<file path="src/hdl/assert_macros.svh">
// Assertion macros used by the top-level RTL file
`ifndef ASSERT_MACROS_SVH
`define ASSERT_MACROS_SVH

// Same-cycle implication, disabled during reset
`define ASSERT_SAME(label, clk, rst, ante, cons) \
  label: assert property (@(posedge clk) disable iff (rst) (ante) |-> (cons)) \
    else $error("assertion failed");

// Next-cycle implication, disabled during reset
`define ASSERT_NEXT(label, clk, rst, ante, cons) \
  label: assert property (@(posedge clk) disable iff (rst) (ante) |=> (cons)) \
    else $error("assertion failed");

`endif

</file>
<file path="src/hdl/dktm_pkg.sv">
// Types and constants for the debounced key tuning menu
`timescale 1ns / 1ps
package dktm_pkg;

  localparam int KEY_COUNT  = 4;
  localparam int GAIN_COUNT = 5;
  localparam int GAIN_W     = 16;
  localparam int SPEED_STEP = 10;
  localparam int SPEED_CAP_W = 9;

  // key lanes
  localparam int KEY_CLEAR = 0;
  localparam int KEY_MENU  = 1;
  localparam int KEY_ADD   = 2;
  localparam int KEY_SUB   = 3;

  // menu items
  localparam logic [2:0] ITEM_RUN        = 3'd0;
  localparam logic [2:0] ITEM_SPEED      = 3'd1;
  localparam logic [2:0] ITEM_GAIN_FIRST = 3'd2;
  localparam logic [2:0] ITEM_LAST       = 3'd6;

  // run command codes
  localparam logic [1:0] RUN_NONE  = 2'd0;
  localparam logic [1:0] RUN_START = 2'd1;
  localparam logic [1:0] RUN_STOP  = 2'd2;

  // beep codes
  localparam logic [1:0] BEEP_NONE = 2'd0;
  localparam logic [1:0] BEEP_PAIR = 2'd1;
  localparam logic [1:0] BEEP_TRIO = 2'd2;

  typedef struct packed {
    logic [KEY_COUNT-1:0] press;  // raw pressed this tick
    logic [KEY_COUNT-1:0] fire;   // new stable press
  } key_ev_t;

  typedef struct packed {
    logic [GAIN_COUNT-1:0][GAIN_W-1:0] gain;
    logic [SPEED_CAP_W-1:0]            speed_cap;
    logic [2:0]                        menu_index;
    logic [1:0]                        beep;
    logic [1:0]                        run;
  } menu_result_t;

endpackage

</file>
<file path="src/hdl/dktm_debounce.sv">
// Four-lane counter debouncer with press detection
`timescale 1ns / 1ps
module dktm_debounce
  import dktm_pkg::*;
#(
  parameter int DEBOUNCE_SAMPLES = 3
) (
  input  logic                 clk,
  input  logic                 rst,
  input  logic                 step,
  input  logic [KEY_COUNT-1:0] level,
  output key_ev_t              ev
);

  localparam int CNT_W = $clog2(DEBOUNCE_SAMPLES + 1);

  logic [KEY_COUNT-1:0]            stable, stable_next;
  logic [KEY_COUNT-1:0]            last, last_next;
  logic [KEY_COUNT-1:0][CNT_W-1:0] count, count_next;
  logic [CNT_W-1:0]                bumped;

  always_comb begin
    stable_next = stable;
    last_next   = last;
    count_next  = count;
    bumped      = '0;
    ev.press    = ~level;
    ev.fire     = '0;
    for (int k = 0; k < KEY_COUNT; k++) begin
      if (ev.press[k] != last[k]) begin
        last_next[k]  = ev.press[k];
        count_next[k] = CNT_W'(1);
      end else begin
        bumped = (count[k] < CNT_W'(DEBOUNCE_SAMPLES)) ? count[k] + CNT_W'(1) : count[k];
        count_next[k] = bumped;
        if (bumped >= CNT_W'(DEBOUNCE_SAMPLES) && stable[k] != ev.press[k]) begin
          stable_next[k] = ev.press[k];
          ev.fire[k]     = ev.press[k];
        end
      end
    end
  end

  always_ff @(posedge clk) begin
    if (rst) begin
      stable <= '0;
      last   <= '0;
      count  <= '0;
    end else if (step) begin
      stable <= stable_next;
      last   <= last_next;
      count  <= count_next;
    end
  end

endmodule

</file>
<file path="src/hdl/dktm_menu.sv">
// Menu state: item index, speed limit, gains and their default registers
`timescale 1ns / 1ps
module dktm_menu
  import dktm_pkg::*;
#(
  parameter int SPEED_MAX = 400
) (
  input  logic              clk,
  input  logic              rst,
  input  logic              step,
  input  key_ev_t           ev,
  input  logic              cfg_we,
  input  logic [2:0]        cfg_index,
  input  logic [GAIN_W-1:0] cfg_data,
  output menu_result_t      res
);

  localparam int SPEED_W = $clog2(SPEED_MAX + 1);

  logic [GAIN_COUNT-1:0][GAIN_W-1:0] dflt;
  logic [GAIN_COUNT-1:0][GAIN_W-1:0] gain, gain_next;
  logic [2:0]                        item, item_next;
  logic [SPEED_W-1:0]                speed, speed_next;
  logic [SPEED_W:0]                  speed_up;
  logic [SPEED_W+SPEED_CAP_W-1:0]    speed_ext;
  logic                              up;

  assign speed_up  = {1'b0, speed} + (SPEED_W + 1)'(SPEED_STEP);
  assign speed_ext = {{SPEED_CAP_W{1'b0}}, speed_next};
  assign up        = ev.fire[KEY_ADD];

  always_comb begin
    gain_next  = gain;
    item_next  = item;
    speed_next = speed;
    res.run    = RUN_NONE;
    res.beep   = BEEP_NONE;
    if (ev.fire[KEY_CLEAR]) begin
      res.run    = RUN_STOP;
      res.beep   = BEEP_TRIO;
      speed_next = '0;
      item_next  = ITEM_RUN;
      gain_next  = dflt;
    end else if (ev.fire[KEY_MENU]) begin
      item_next = (item >= ITEM_LAST) ? ITEM_RUN : item + 3'd1;
      res.beep  = BEEP_PAIR;
    end else if (ev.press[KEY_ADD] && ev.press[KEY_SUB]) begin
      // both adjust keys held: no action
    end else if (ev.fire[KEY_ADD] || ev.fire[KEY_SUB]) begin
      res.beep = BEEP_PAIR;
      if (item == ITEM_RUN) begin
        res.run = up ? RUN_START : RUN_STOP;
      end else if (item == ITEM_SPEED) begin
        if (up) begin
          speed_next = (speed_up > (SPEED_W + 1)'(SPEED_MAX)) ? SPEED_W'(SPEED_MAX)
                                                              : speed_up[SPEED_W-1:0];
        end else begin
          speed_next = (speed < SPEED_W'(SPEED_STEP)) ? '0 : speed - SPEED_W'(SPEED_STEP);
        end
      end else begin
        for (int g = 0; g < GAIN_COUNT; g++) begin
          if (item == ITEM_GAIN_FIRST + 3'(g)) begin
            if (up && gain[g] != '1) begin
              gain_next[g] = gain[g] + GAIN_W'(1);
            end else if (!up && gain[g] != '0) begin
              gain_next[g] = gain[g] - GAIN_W'(1);
            end
          end
        end
      end
    end
    res.gain       = gain_next;
    res.menu_index = item_next;
    res.speed_cap  = speed_ext[SPEED_CAP_W-1:0];
  end

  always_ff @(posedge clk) begin
    if (rst) begin
      dflt  <= '0;
      gain  <= '0;
      item  <= ITEM_RUN;
      speed <= '0;
    end else begin
      if (cfg_we && cfg_index < 3'(GAIN_COUNT)) begin
        dflt[cfg_index] <= cfg_data;
      end
      if (step) begin
        gain  <= gain_next;
        item  <= item_next;
        speed <= speed_next;
      end
    end
  end

endmodule

</file>
<file path="src/hdl/debounced_key_tuning_menu.sv">
// Top level: key sampling stream in, menu status stream out
`timescale 1ns / 1ps
// Usage:
//   Each word on the s_axis channel is one sampling tick of four active-low
//   keys (reset, menu, add, sub). For every word taken, exactly one status
//   word leaves on m_axis: run command, beep pattern, menu index, speed
//   limit and five gains, all as they stand after that tick.
//   Gain defaults are loaded through cfg_we/cfg_index/cfg_data; they take
//   effect at the next reset key press. Write them while the block is idle.
//   The status word is registered: it is valid in the cycle after its key
//   word is taken. Throughput: one word per cycle unless m_axis stalls.
//   Debounce, event priority and the menu update form one combinational
//   pass between the state registers and the single output register.
//   Stall: while an output word waits on m_axis_tready, s_axis_tready is low;
//   it goes high again in the cycle the waiting word is taken.
//   Reset (rst, synchronous): debouncers, menu index, speed, gains and gain
//   defaults go to zero and the output register empties.
module debounced_key_tuning_menu
  import dktm_pkg::*;
#(
  parameter int DEBOUNCE_SAMPLES = 3,
  parameter int SPEED_MAX        = 400
) (
  input  logic        clk,
  input  logic        rst,
  input  logic        s_axis_tvalid,
  output logic        s_axis_tready,
  // [0] reset_key_level, [1] menu_key_level, [2] add_key_level,
  // [3] sub_key_level, [7:4] zero
  input  logic [7:0]  s_axis_tdata,
  output logic        m_axis_tvalid,
  input  logic        m_axis_tready,
  // [1:0] run_command, [3:2] beep_pattern, [6:4] menu_index,
  // [15:7] speed_cap, [31:16] gain_one, [47:32] gain_two,
  // [63:48] gain_three, [79:64] integral_gain, [95:80] derivative_gain
  output logic [95:0] m_axis_tdata,
  input  logic        cfg_we,
  input  logic [2:0]  cfg_index,
  input  logic [15:0] cfg_data
);

`include "assert_macros.svh"

  key_ev_t      ev;
  menu_result_t res;
  menu_result_t out_word;
  logic         take;

  assign s_axis_tready = !m_axis_tvalid || m_axis_tready;
  assign take          = s_axis_tvalid && s_axis_tready;

  dktm_debounce #(
    .DEBOUNCE_SAMPLES(DEBOUNCE_SAMPLES)
  ) u_debounce (
    .clk  (clk),
    .rst  (rst),
    .step (take),
    .level(s_axis_tdata[KEY_COUNT-1:0]),
    .ev   (ev)
  );

  dktm_menu #(
    .SPEED_MAX(SPEED_MAX)
  ) u_menu (
    .clk      (clk),
    .rst      (rst),
    .step     (take),
    .ev       (ev),
    .cfg_we   (cfg_we),
    .cfg_index(cfg_index),
    .cfg_data (cfg_data),
    .res      (res)
  );

  always_ff @(posedge clk) begin
    if (rst) begin
      m_axis_tvalid <= 1'b0;
    end else if (take) begin
      m_axis_tvalid <= 1'b1;
    end else if (m_axis_tready) begin
      m_axis_tvalid <= 1'b0;
    end
  end

  always_ff @(posedge clk) begin
    if (take) begin
      out_word <= res;
    end
  end

  assign m_axis_tdata = {out_word.gain[4], out_word.gain[3], out_word.gain[2],
                         out_word.gain[1], out_word.gain[0], out_word.speed_cap,
                         out_word.menu_index, out_word.beep, out_word.run};

  `ASSERT_NEXT(a_take_gives_word, clk, rst, take, m_axis_tvalid)
  `ASSERT_SAME(a_no_overwrite, clk, rst, m_axis_tvalid && !m_axis_tready, !s_axis_tready)
  `ASSERT_SAME(a_index_range, clk, rst, m_axis_tvalid, out_word.menu_index <= ITEM_LAST)
  `ASSERT_SAME(a_trio_is_stop, clk, rst, m_axis_tvalid && out_word.beep == BEEP_TRIO,
               out_word.run == RUN_STOP)

endmodule
</file>
<file path="config.mk">
export PLATFORM = sky130hd
export DESIGN_NAME = debounced_key_tuning_menu
export DESIGN_NICKNAME = d
export VERILOG_FILES = /design/src/hdl/dktm_pkg.sv /design/src/hdl/dktm_debounce.sv /design/src/hdl/dktm_menu.sv /design/src/hdl/debounced_key_tuning_menu.sv
export VERILOG_INCLUDE_DIRS = /design/src /design/src/hdl
export SDC_FILE = /design/constraint.sdc
export NUM_CORES = 1
export LEC_CHECK = 0
export ABC_AREA = 1
export BUFFER_PORTS_ARGS = -buffer_cell sky130_fd_sc_hd__buf_2
export CAP_MARGIN = 25
export CORE_ASPECT_RATIO = 1.2
export CORE_MARGIN = 2
export CORE_UTILIZATION = 35
export DETAILED_ROUTE_END_ITERATION = 7
export PLACE_DENSITY = 0.63
export RECOVER_POWER = 100
export SLEW_MARGIN = 25
export SYNTH_ARGS = -nofsm -noshare
export SYNTH_HDL_FRONTEND = slang
export SYNTH_SLANG_ARGS = --single-unit
export TNS_END_PERCENT = 20
</file>
<file path="constraint.sdc">
create_clock -name clk -period 4.3 [get_ports clk]
set_input_delay 0.43 -clock clk [delete_from_list [all_inputs] [get_ports clk]]
set_output_delay 0.43 -clock clk [all_outputs]
set_load 0.05 [all_outputs]
</file>
==> metrics.txt <==
P&R area growth vs syn 12.7%; vias per cell approximately 5.1; CP max-delay cell clkbuf_2; Pleak slightly above 8 nW; Root Driver clkbuf_16; H-Tree Depth 1; Clk pwr share 38.2%; critical path class flip-flop to flip-flop; number of global-route vias before repair roughly 14000; most used flip-flop cell after synthesis dfxtp_1; status complete, but fails checks; internal power roughly 4.8 mW; failing checks capacitance limit, slew limit; RD Place Congestion slightly above 0.9; synthesized cell area 15600 sq um; final setup skew a little under 0.02 ns; CP Launch Type flip-flop; Syn Inst Count between 2000 and 2500; Max Fclk 306 MHz; warnings from Yosys 0; Core Region ~44000 sq um; Die Y 235 um; Psw between 2 and 2.5 mW; Final Routed Wirelength approximately 47 mm; Fill cells roughly 4700; Initial DRC Count 1049; crit share post-route between 70% and 80%; Comb power frac between 10% and 20%; Pre-Repair DR Iteration Count 5; CTS Buf Count 30; dpl cells a little under 3000; antenna-violating nets left 0; fin worst setup slack roughly 1.0 ns; Clock Latency Late Sink ~0.59 ns; first-pass GRT wire length 74.5 mm; vias about 15000; number of max-cap violations 2; share of layout cells above drive strength 1 ~5.6%; wire per inst 16.0 um; Final nets about 2400; Fin Setup TNS 0 ns; worst hold-check path type input port to flip-flop; RSZ-0062 raised after global routing no; worst-path fanout max 49; # diodes 0; Post-Syn Nets 2327; Slew HR -12.7%; clock buffer depth 3; required time of the critical path between 4 and 5 ns; Post-synth EDFFs 96; Worst-Margin Slew between 1.5 and 2 ns; hold buffer count at CTS 0; crit-path cells xor2_1 > and2_0 > clkinvlp_2 > clkbuf_2 > buf_4 > nand3_1 > o21ai_0 > o21ai_0 > inv_1; fin. max-slew vios ~110; Async S/R FF share, synth 0%; minimum clock period about 3.3 ns; postcts setup bufs 0; die width 197 um; overflow left after global routing 0; design area 17600 sq um; WP data arrival ~3.7 ns; final hold viol count 0; CTS tree built; Ports 130; initial antenna violation count 0; DP Area 16700 sq um; Crit path top cell by count o21ai_0; hpwl dp 32.3 mm; FF-to-FF setup slack roughly 1.0 ns; largest net degree at the start of global routing 75; pre-CTS WS 1.37 ns; Initial Util a little over a third; num rows 84; final non-filler cell total 2944; clk sinks approximately 290; endpoints failing setup 0; FF+latch count, synth roughly 290; element type at the critical path end flip-flop; mean area per synthesized cell about 6.9 sq um; worst vdd ir about 310 uV; clock-pin transition on the worst setup and hold timing paths 0.06 ns; Remaining DRCs 0; Switching Share a little under a third; # resized after CTS 0; global-route usage over all layers 19.9%; max incr delay on CP 0.81 ns; sequential fraction of design power 45.0%; DIE AREA about 46000 sq um; Pwr per Cell Area around 390 nW/um^2; port buffer count roughly 130; sequential area share after synthesis 42.7%; count of cell types in the netlist 46
-- area by class of cell --
class	instances	area, sq um	share of cell area (%)
sequential	285	6670	37.9
tap	559	699	3.98
timing repair buffer	148	678	3.86
clock buffer	41	867	4.93
inverter	278	1050	5.98
clock inverter	15	130	0.740
multi-input combinational	1618	7500	42.6
-- Yosys cell counts, types with 4 or more instances --
cell      instances  area share, %
o211ai_1          7           0.34
clkbuf_1         61            1.5
dfxtp_1         189             24
nand4_1          46            1.8
buf_2            16           0.51
nand2_1         552             13
a211oi_1          4           0.19
nor2_1          319            7.7
inv_1           265            6.4
clkinv_1          4          0.096
nor2_4            4           0.29
ha_1             18            1.4
o21ai_1          26           0.83
nand2_2           5           0.20
inv_2             9           0.22
edfxtp_1         96             18
a21oi_1         127            4.1
buf_4             6           0.29
xor2_1           15           0.84
o21ai_0         204            6.5
o41ai_1           4           0.22
or2_2             7           0.28
buf_1            12           0.29
o22ai_1           4           0.16
nand3_1         222            7.1
nor3_1           13           0.42
nand3b_1          9           0.43
-- worst max-delay path, delay by kind of cell (launching register included) --
| kind | cells | cell delay, ns |
|---|---|---|
| AND/OR/NAND/NOR | 2 | 0.36 |
| XOR/XNOR | 1 | 0.27 |
| AO/OA/AOI/OAI | 2 | 0.31 |
| buffers and inverters | 4 | 1.83 |
| flip-flops | 1 | 0.36 |
-- per-layer routing --
metal | global-route usage (%) | routed length [um] | up-vias
met5 | 0 | 0 | -
met4 | 8.41 | 1940 | 0
met3 | 2.23 | 2200 | 99
met2 | 34.6 | 22300 | 387
met1 | 24.9 | 20600 | 7010
li1 | - | - | 7580
-- power groups by stage --
stage / Sequential [mW] / Clock [mW] / Combinational, mW
6_report: 3.11 / 2.64 / 1.16
5_1_grt: 3.13 / 2.80 / 1.29
4_1_cts: 3.11 / 2.70 / 1.18
3_5_place_dp: 3.16 / 0 / 1.17
3_3_place_gp: 3.16 / 0 / 1.16
2_1_floorplan: 3.37 / 0 / 0.637
-- cell families after synthesis --
family	synth area share [%]
buffers and inverters	9.27
flip-flops	42.7
AND/OR/NAND/NOR	32.3
AO/OA/AOI/OAI	13.4
XOR/XNOR	0.898
adder cells (fa/ha/maj)	1.44
-- worst paths after layout --
path / from / endpoint / depth (start not counted)
worst max-delay path: u_debounce.last[0] / u_menu.gain[76] / 9
worst max register to register: u_debounce.last[0] / u_menu.gain[76] / 9
worst min-delay path: s_axis_tdata[2] / u_debounce.last[2] / 2
worst min register to register: u_debounce.stable[2] / u_debounce.stable[2] / 2
-- metrics by stage --
stage / utilization (%) / hold slack [ns] / power, mW
2_1_floorplan: - / 0.430 / 4.01
3_3_place_gp: 38.1 / 0.439 / 4.32
3_5_place_dp: 38.1 / 0.449 / 4.33
4_1_cts: 40.4 / 0.0416 / 6.98
5_1_grt: 40.0 / 0.0562 / 7.23
6_report: 40.0 / 0.0732 / 6.90
-- placed cells by master, fill, tap and decap left out, types with 9 or more instances in the layout --
cell and instances:
xor2_1 15, clkbuf_16 31, a21oi_1 127, clkbuf_1 110, dfxtp_1 189, buf_2 25, nor2_1 319, ha_1 18
nand4_1 46, o21ai_0 217, nand2_1 553, inv_1 264, nand3b_1 9, o21ai_1 13, edfxtp_1 96, nand3_1 222
buf_4 10, nor3_1 13
-- state kept, by name, indices dropped and copies added (netlist names) --
register	count
u_debounce.stable	4
u_menu.item	3
u_menu.dflt	80
u_menu.gain	80
m_axis_tvalid	1
u_debounce.last	4
u_debounce.count	8
m_axis_tdata	96
u_menu.speed	9
Note: power is estimated with default switching activity, not from simulation.
